### config.mk
export PLATFORM = sky130hd
export DESIGN_NAME = aes_round
export DESIGN_NICKNAME = d
export VERILOG_FILES = /design/src/sv/aes_pkg.sv /design/src/sv/aes_round.sv
export SDC_FILE = /design/constraint.sdc
export NUM_CORES = 2
export LEC_CHECK = 0
export ABC_CLOCK_PERIOD_IN_PS = 8500
export BUFFER_PORTS_ARGS = -buffer_cell sky130_fd_sc_hd__clkbuf_2
export CELL_PAD_IN_SITES_DETAIL_PLACEMENT = 0
export CELL_PAD_IN_SITES_GLOBAL_PLACEMENT = 2
export CORE_ASPECT_RATIO = 1.1
export CORE_MARGIN = 2
export CORE_UTILIZATION = 35
export DETAILED_ROUTE_END_ITERATION = 12
export GPL_TIMING_DRIVEN = 1
export PLACE_DENSITY = 0.82
export SLEW_MARGIN = 5
export SYNTH_ARGS = -nofsm -noshare
export SYNTH_HDL_FRONTEND = slang
export SYNTH_SLANG_ARGS = --single-unit
export TNS_END_PERCENT = 30
### constraint.sdc
create_clock -name clk -period 8.5 [get_ports clk]
set_input_delay 1.275 -clock clk [delete_from_list [all_inputs] [get_ports clk]]
set_output_delay 1.275 -clock clk [all_outputs]
set_load 0.01 [all_outputs]
### src/sv/aes_pkg.sv
`default_nettype none
package aes_pkg;

  localparam int NumRounds   = 14;
  localparam int MaxKeyWords = 60;
  localparam int AddrWidth   = 6;

  typedef logic [1:0] key_size_t;
  localparam key_size_t KeySize128 = 2'd0;
  localparam key_size_t KeySize192 = 2'd1;
  localparam key_size_t KeySize256 = 2'd2;

  localparam logic [AddrWidth-1:0] AddrKeySize = 6'h00;
  localparam logic [AddrWidth-1:0] AddrKeyWord0 = 6'h08;
  localparam logic [AddrWidth-1:0] AddrKeyWord1 = 6'h10;
  localparam logic [AddrWidth-1:0] AddrKeyWord2 = 6'h18;
  localparam logic [AddrWidth-1:0] AddrKeyWord3 = 6'h20;

  typedef logic [127:0] block_t;

  typedef struct packed {
    logic      last;
    logic      pass;
    key_size_t size;
  } round_ctl_t;

  localparam logic [7:0] SBOX [256] = '{
    8'h63,8'h7C,8'h77,8'h7B,8'hF2,8'h6B,8'h6F,8'hC5,8'h30,8'h01,8'h67,8'h2B,8'hFE,8'hD7,8'hAB,8'h76,
    8'hCA,8'h82,8'hC9,8'h7D,8'hFA,8'h59,8'h47,8'hF0,8'hAD,8'hD4,8'hA2,8'hAF,8'h9C,8'hA4,8'h72,8'hC0,
    8'hB7,8'hFD,8'h93,8'h26,8'h36,8'h3F,8'hF7,8'hCC,8'h34,8'hA5,8'hE5,8'hF1,8'h71,8'hD8,8'h31,8'h15,
    8'h04,8'hC7,8'h23,8'hC3,8'h18,8'h96,8'h05,8'h9A,8'h07,8'h12,8'h80,8'hE2,8'hEB,8'h27,8'hB2,8'h75,
    8'h09,8'h83,8'h2C,8'h1A,8'h1B,8'h6E,8'h5A,8'hA0,8'h52,8'h3B,8'hD6,8'hB3,8'h29,8'hE3,8'h2F,8'h84,
    8'h53,8'hD1,8'h00,8'hED,8'h20,8'hFC,8'hB1,8'h5B,8'h6A,8'hCB,8'hBE,8'h39,8'h4A,8'h4C,8'h58,8'hCF,
    8'hD0,8'hEF,8'hAA,8'hFB,8'h43,8'h4D,8'h33,8'h85,8'h45,8'hF9,8'h02,8'h7F,8'h50,8'h3C,8'h9F,8'hA8,
    8'h51,8'hA3,8'h40,8'h8F,8'h92,8'h9D,8'h38,8'hF5,8'hBC,8'hB6,8'hDA,8'h21,8'h10,8'hFF,8'hF3,8'hD2,
    8'hCD,8'h0C,8'h13,8'hEC,8'h5F,8'h97,8'h44,8'h17,8'hC4,8'hA7,8'h7E,8'h3D,8'h64,8'h5D,8'h19,8'h73,
    8'h60,8'h81,8'h4F,8'hDC,8'h22,8'h2A,8'h90,8'h88,8'h46,8'hEE,8'hB8,8'h14,8'hDE,8'h5E,8'h0B,8'hDB,
    8'hE0,8'h32,8'h3A,8'h0A,8'h49,8'h06,8'h24,8'h5C,8'hC2,8'hD3,8'hAC,8'h62,8'h91,8'h95,8'hE4,8'h79,
    8'hE7,8'hC8,8'h37,8'h6D,8'h8D,8'hD5,8'h4E,8'hA9,8'h6C,8'h56,8'hF4,8'hEA,8'h65,8'h7A,8'hAE,8'h08,
    8'hBA,8'h78,8'h25,8'h2E,8'h1C,8'hA6,8'hB4,8'hC6,8'hE8,8'hDD,8'h74,8'h1F,8'h4B,8'hBD,8'h8B,8'h8A,
    8'h70,8'h3E,8'hB5,8'h66,8'h48,8'h03,8'hF6,8'h0E,8'h61,8'h35,8'h57,8'hB9,8'h86,8'hC1,8'h1D,8'h9E,
    8'hE1,8'hF8,8'h98,8'h11,8'h69,8'hD9,8'h8E,8'h94,8'h9B,8'h1E,8'h87,8'hE9,8'hCE,8'h55,8'h28,8'hDF,
    8'h8C,8'hA1,8'h89,8'h0D,8'hBF,8'hE6,8'h42,8'h68,8'h41,8'h99,8'h2D,8'h0F,8'hB0,8'h54,8'hBB,8'h16
  };

  localparam logic [7:0] RCON [11] = '{
    8'h8D,8'h01,8'h02,8'h04,8'h08,8'h10,8'h20,8'h40,8'h80,8'h1B,8'h36
  };

  // reserved size decodes as 128 bits
  function automatic logic [3:0] num_rounds(input key_size_t s);
    case (s)
      KeySize192: num_rounds = 4'd12;
      KeySize256: num_rounds = 4'd14;
      default:    num_rounds = 4'd10;
    endcase
  endfunction

  function automatic logic [31:0] sub_word(input logic [31:0] w);
    sub_word = {SBOX[w[31:24]], SBOX[w[23:16]], SBOX[w[15:8]], SBOX[w[7:0]]};
  endfunction

  function automatic logic [7:0] xtime(input logic [7:0] b);
    xtime = {b[6:0], 1'b0} ^ (b[7] ? 8'h1B : 8'h00);
  endfunction

  function automatic logic [31:0] mix_column(input logic [31:0] w);
    logic [7:0] a0, a1, a2, a3;
    a0 = w[31:24]; a1 = w[23:16]; a2 = w[15:8]; a3 = w[7:0];
    mix_column = {xtime(a0) ^ xtime(a1) ^ a1 ^ a2 ^ a3,
                  a0 ^ xtime(a1) ^ xtime(a2) ^ a2 ^ a3,
                  a0 ^ a1 ^ xtime(a2) ^ xtime(a3) ^ a3,
                  xtime(a0) ^ a0 ^ a1 ^ a2 ^ xtime(a3)};
  endfunction

  // SubBytes then ShiftRows; column c, row r from column c+r
  function automatic block_t sub_shift(input block_t s);
    block_t t;
    for (int c = 0; c < 4; c++) begin
      for (int r = 0; r < 4; r++) begin
        t[127 - 32*c - 8*r -: 8] = SBOX[s[127 - 32*((c + r) % 4) - 8*r -: 8]];
      end
    end
    sub_shift = t;
  endfunction

  function automatic block_t mix_columns(input block_t s);
    block_t t;
    for (int c = 0; c < 4; c++) begin
      t[127 - 32*c -: 32] = mix_column(s[127 - 32*c -: 32]);
    end
    mix_columns = t;
  endfunction

endpackage
`default_nettype wire

### src/sv/aes_round.sv
`default_nettype none
module aes_round import aes_pkg::*; (
  input  wire logic       clk,
  input  wire logic       rst,
  input  wire logic       in_valid,
  input  wire block_t     in_state,
  input  wire round_ctl_t in_ctl,
  input  wire block_t     round_key,
  output logic            out_valid,
  output block_t          out_state,
  output round_ctl_t      out_ctl
);

  block_t ss;

  always_comb begin
    ss = sub_shift(in_state);
  end

  always_ff @(posedge clk) begin
    if (rst) begin
      out_valid <= 1'b0;
    end else begin
      out_valid <= in_valid;
    end
    out_ctl <= in_ctl;
    if (in_ctl.pass) begin
      out_state <= in_state;
    end else if (in_ctl.last) begin
      out_state <= ss ^ round_key;
    end else begin
      out_state <= mix_columns(ss) ^ round_key;
    end
  end

endmodule
`default_nettype wire

# Yosys cells after proc, flatten, opt, wreduce, memory -nomap -nowiden

Memories as Yosys holds them, arrays and structs flattened.
Cells that the tools add are included.

Add/sub/neg operators: 0
Multiply operators: 0
Divide/modulo/power cells: 0
$lt $le $gt $ge: 16
Equal/unequal tests: 0
Shift operators: 0
Muxes and demuxes: 50
Bitwise gates (word level): 98
Reductions and logical operators: 0

Operators with widths:

| kind                 | number |
|---|---|
| $xor A8 B8 Y8        | 66 |
| $mux W128            | 2 |
| $mux W8              | 32 |
| $xor A128 B128 Y128  | 2 |
| $ge A9 B9 Y1 const B | 16 |
| $not A8 Y9           | 16 |
| $xor A8 B5 Y8        | 14 |
| $mux W5              | 16 |

Bits in registers: 133
Bits in latches: 0
Memory bits (writable): 0
Memory bits (read-only): 32768
Output and inout port bits: 133
Memories kept: 16

Memories:

| name            | depth | width | rd ports | clocked after Yosys merged registers in | wr ports | RTL line      | RTL |
|---|---|---|---|---|---|---|---|
| (no name shown) | 256   | 8     | 1        | 0                                       | 0        | aes_pkg.sv:81 | `t[127 - 32*c - 8*r -: 8] = SBOX[s[127 - 32*((c + r) % 4) - 8*r -: 8]];` |
| (no name shown) | 256   | 8     | 1        | 0                                       | 0        | aes_pkg.sv:81 |  |
| (no name shown) | 256   | 8     | 1        | 0                                       | 0        | aes_pkg.sv:81 |  |
| (no name shown) | 256   | 8     | 1        | 0                                       | 0        | aes_pkg.sv:81 |  |
| (no name shown) | 256   | 8     | 1        | 0                                       | 0        | aes_pkg.sv:81 |  |
| (no name shown) | 256   | 8     | 1        | 0                                       | 0        | aes_pkg.sv:81 |  |
| +10 memories    | --    | --    | --       | --                                      | --       | --            |  |

# Logic depth before layout (Yosys ltp)

Word-level depth: 13
Mapped depth: 18

# Worst setup path after synthesis

No wires, ideal clock.

Kind: input-to-reg
Start point: input in_state[41]
End point: register out_state[119]
Library setup time: 0.121 ns
Data arrival time: 5.292 ns
Setup slack: 3.087 ns
Stages: 18
Cell sequence: clkbuf_1 clkbuf_1 clkbuf_1 inv_1 ha_1 clkbuf_1 clkbuf_1 and3b_1 a2111oi_0 a311oi_1 o311ai_0 nand4_2 xor2_4 xor2_2 xnor2_1 o21ai_2 xnor2_1 mux2_2

Cells in the longest elaborated chain, start to end: 11

Ends and longest elaborated chain:

| what                                           | RTL line        | RTL |
|---|---|---|
| start, declared                                | aes_round.sv:6  | `input wire block_t in_state,` |
| $not A8 Y9 (not written as such) (*)           | aes_pkg.sv:81   |  |
| $mem_v2 Z256 W8 (*)                            | --              |  |
| $mux W8 (not written as such) (*) (2 in a row) | aes_pkg.sv:81   |  |
| $xor A8 B5 Y8                                  | aes_pkg.sv:64   | `xtime = {b[6:0], 1'b0} ^ (b[7] ? 8'h1B : 8'h00);` |
| $xor A8 B8 Y8                                  | aes_pkg.sv:71   | `a0 ^ xtime(a1) ^ xtime(a2) ^ a2 ^ a3,` |
| $xor A8 B8 Y8 (*) (2 in a row)                 | aes_pkg.sv:71   |  |
| $xor A128 B128 Y128 (*)                        | aes_round.sv:32 | `out_state <= mix_columns(ss) ^ round_key;` |
| $mux W128 (*)                                  | aes_round.sv:29 | `end else if (in_ctl.last) begin` |
| $mux W128 (*)                                  | aes_round.sv:27 | `if (in_ctl.pass) begin` |
| end signal, assigned                           | aes_round.sv:28 | `out_state <= in_state;` |
| end signal, assigned                           | aes_round.sv:30 | `out_state <= ss ^ round_key;` |
| end signal, assigned                           | aes_round.sv:32 |  |
| end, declared                                  | aes_round.sv:10 | `output block_t out_state,` |

Every way passes the cells marked *; elsewhere a longest branch is shown, timed or not. The select of a mux whose other input is x is not followed.
A chain may end at the register's enable or synchronous reset.

# Final worst setup path

Start point: input in_state[0]
End point: register out_state[112]

Cells in the longest elaborated chain, start to end: 8

Ends and longest elaborated chain:

| what                                       | RTL line |
|---|---|
| $not A8 Y9 (not written as such)           | aes_pkg.sv:81 |
| $mem_v2 Z256 W8                            | -- |
| $mux W8 (not written as such) (2 in a row) | aes_pkg.sv:81 |
| $xor A8 B8 Y8                              | aes_pkg.sv:71 |
| $xor A128 B128 Y128                        | aes_round.sv:32 |
| $mux W128                                  | aes_round.sv:29 |
| $mux W128                                  | aes_round.sv:27 |

Every way passes these cells. The select of a mux whose other input is x is not followed.

==> flow_metrics.py <==
metrics = {
    "synth": {
        "syn_area_um2": 65140,
        "synth_edf_count": 0,
        "ys_seq_area_share_pct": 4.088,
        "synth_top_family_by_area": "compound AO/OA/AOI/OAI gates",
        "ys_ff_latch": 133,
        "synth_xor_area_share_pct": 9.510,
        "synth_area_per_cell_um2": 6.818,
        "yosys.cell_types.count": 123,
        "synth_ff_type": "dfxtp_1",
        "synth_fa_ha_area_share_pct": 4.341,
        "synthArstFlopShare_pct": 0,
        "postSynthCellCount": 9554,
        "synth_nets": 10040,
        "synth-simple-area-share_pct": 24.81,
        "synth_compound_gate_area_share_pct": 37.80,
        "yosysWarnings": 0,
        "synth.area.mux_share_pct": 10.37,
    },
    "sta": {
        "fin_crit_sh_pct": 74.52,
        "setup-violations-final": 0,
        "tightest_slew_ns": 1.389,
        "fmax_mhz": 157.9,
        "drv_slew": 0,
        "setup-tns-final_ns": 0,
        "slew_headroom_pct": 5.017,
        "fin_crit_ns": 6.334,
        "finalHoldViolations": 0,
        "rsz0062_at_grt": "false",
    },
    "floorplan": {
        "initial_core_util_pct": 35.12,
        "coreArea_um2": 185500,
        "die_h_um": 456.5,
        "floorplan.die_area_um2": 189600,
        "rows": 166,
        "fp.dieW_um": 415.3,
        "boundaryPins": 396,
    },
    "pwr": {
        "leakage_nw": 24.31,
        "power_frac_seq_pct": 12.1,
        "p_sw_mw": 4.739,
        "switching_share_pct": 56.75,
        "peakVddDrop_mv": 0.1586,
        "power.density_nw_per_um2": 123.9,
        "clkPwrFrac_pct": 10.5,
        "combPwrFrac_pct": 77.4,
        "cellInternalPower_mw": 3.611,
    },
    "clock_network": {
        "cts_tree": "yes",
        "cts_sinks": 133,
        "cts_buffers": 17,
        "cts_root_buf": "clkbuf_16",
        "clk_pin_slew_ns": 0.09,
        "cts_resized": 0,
        "cts_hold_buf": 0,
        "post_cts_buffers": 0,
        "clk_path_buf_depth": 2,
        "htreeDepth": 4,
    },
    "setup_path": {
        "cp-start-kind": "input pin",
        "endpoint_kind": "register",
        "crit_type": "input pin to register",
        "cp_max_fo": 32,
        "critical_path.endpoint": "out_state[112]",
        "cp-startpoint": "in_state[0]",
        "required_ns": 8.89,
        "worstPathArrival_ns": 6.73,
    },
    "placement": {
        "dp.final_hpwl_um": 287500,
        "gp_congestion": 1.080,
        "post-place-cells": 11440,
        "io_buffers": 395,
    },
    "global_routing": {
        "grt_max_degree": 133,
        "gr-total-overflow": 0,
        "grt_pass1_wl_um": 569500,
        "grt_usage_pct": 39.82,
        "grt_pass1_vias": 75930,
        "antenna_found_initial": 44,
    },
    "route": {
        "drtIter0Drc": 16270,
        "routed_wl_um": 400700,
        "via_per_inst": 7.249,
        "wire_per_inst_um": 34.81,
        "vias": 83450,
        "drc": 0,
        "detail-route-antenna-nets": 0,
        "drtPass1Iterations": 7,
    },
    "finish": {
        "final_common_cell": "nand2_1",
        "mostFrequentLayoutCells": "820 x nand2_1, 770 x o21ai_0, 714 x a21oi_1, 637 x nor2_1, 387 x xnor2_1",
        "drive_gt1_share_pct": 12.60,
        "finalNonFillerCells": 11510,
        "num-nets-final": 9517,
        "area_growth_pct": 3.448,
    },
    "hold_path": {
        "hp-class": "input pin to register",
        "min-delay-start": "in_ctl[0]",
    },
    "job": {
        "max_cap_viol_count": 0,
    },
    "status": {
        "status": "complete, no violations",
    },
}
[logic make-up after synthesis]
family | Yosys count
adder cells (fa/ha/maj) | 226
AO/OA/AOI/OAI | 3584
multiplexers | 403
XOR/XNOR | 627
AND/OR/NAND/NOR | 3247
buffers and inverters | 1334
flip-flops | 133
[worst min path at each step]
stage | endpoint | slack (ns) | cells past startpoint
after floorplan | out_ctl[0] | 1.30 | 0
after global placement | out_ctl[1] | 1.38 | 1
after detailed placement | out_ctl[0] | 1.38 | 1
after CTS | out_ctl[0] | 0.78 | 1
after global routing | out_ctl[0] | 0.81 | 1
final | out_ctl[0] | 0.82 | 1
[power by group through the flow]
stage	Clock [mW]	Sequential [mW]	Combinational, mW
floorplan	0	0.933	4.16
global placement	0	1.01	6.29
detailed placement	0	1.00	6.21
CTS	0.903	0.989	6.24
global route	0.905	1.01	6.76
finish	0.875	1.01	6.46
[state kept, by name, indices dropped and copies added (netlist names)]
signal / cells
out_state: 128
out_ctl: 4
out_valid: 1
[cell usage after synthesis, types with 133 or more instances]
library cell,instances,area [um^2]
a211oi_1,188,1411
a21oi_1,714,3573
a311oi_1,137,1200
a31oi_1,222,1389
buf_2,403,2017
clkbuf_1,573,2151
dfxtp_1,133,2663
ha_1,226,2828
mux2i_1,137,1371
mux4_2,207,4662
nand2_1,821,3082
nand2b_1,322,2014
nand3_1,318,1592
nor2_1,639,2399
nor2b_1,269,1683
nor3_1,316,1582
o211ai_1,192,1441
o21ai_0,771,3859
o311ai_0,178,1559
xnor2_1,387,3390
xor2_1,185,1620
[metal layers]
layer / track usage [%] / part of all wire, %
met1: 49.63 / 37
met2: 60.11 / 43
met3: 9.016 / 11
met4: 28.94 / 8.6
met5: 0 / 0.033
[critical path, stage by stage]
cell	delay [ns]
clkbuf_2	0.60
clkinv_1	0.61
ha_1	0.96
nand2b_1	0.21
o211ai_1	0.12
o21a_1	0.16
mux4_2	0.49
o2111ai_1	0.24
nand3_1	0.36
xor2_1	0.46
xnor2_1	0.12
mux2i_1	0.52
xor2_1	0.37
mux2i_1	0.21
[final cells by class]
| class | count | area (um^2) |
|---|---|---|
| antenna | 34 | 85.08 |
| clock buffer | 19 | 452.9 |
| clock inverter | 13 | 137.6 |
| fill | 20130 | 118100 |
| inverter | 172 | 649.4 |
| multi-input combinational | 8087 | 56580 |
| sequential | 133 | 2663 |
| tap | 2436 | 3048 |
| timing repair buffer | 617 | 3770 |
[through the flow]
stage	setup WS, ns	total power, mW	util, %	cell area [um^2]	hold WS (ns)
after floorplan	3.087	5.094	-	65140	1.303
after global placement	1.579	7.297	35.96	66700	1.381
after detailed placement	1.575	7.213	35.96	66700	1.380
after CTS	2.184	8.134	36.28	67290	0.7792
after global routing	1.941	8.673	36.31	67350	0.8060
final	2.166	8.350	36.33	67380	0.8184
Power figures use the tool's default switching activity.
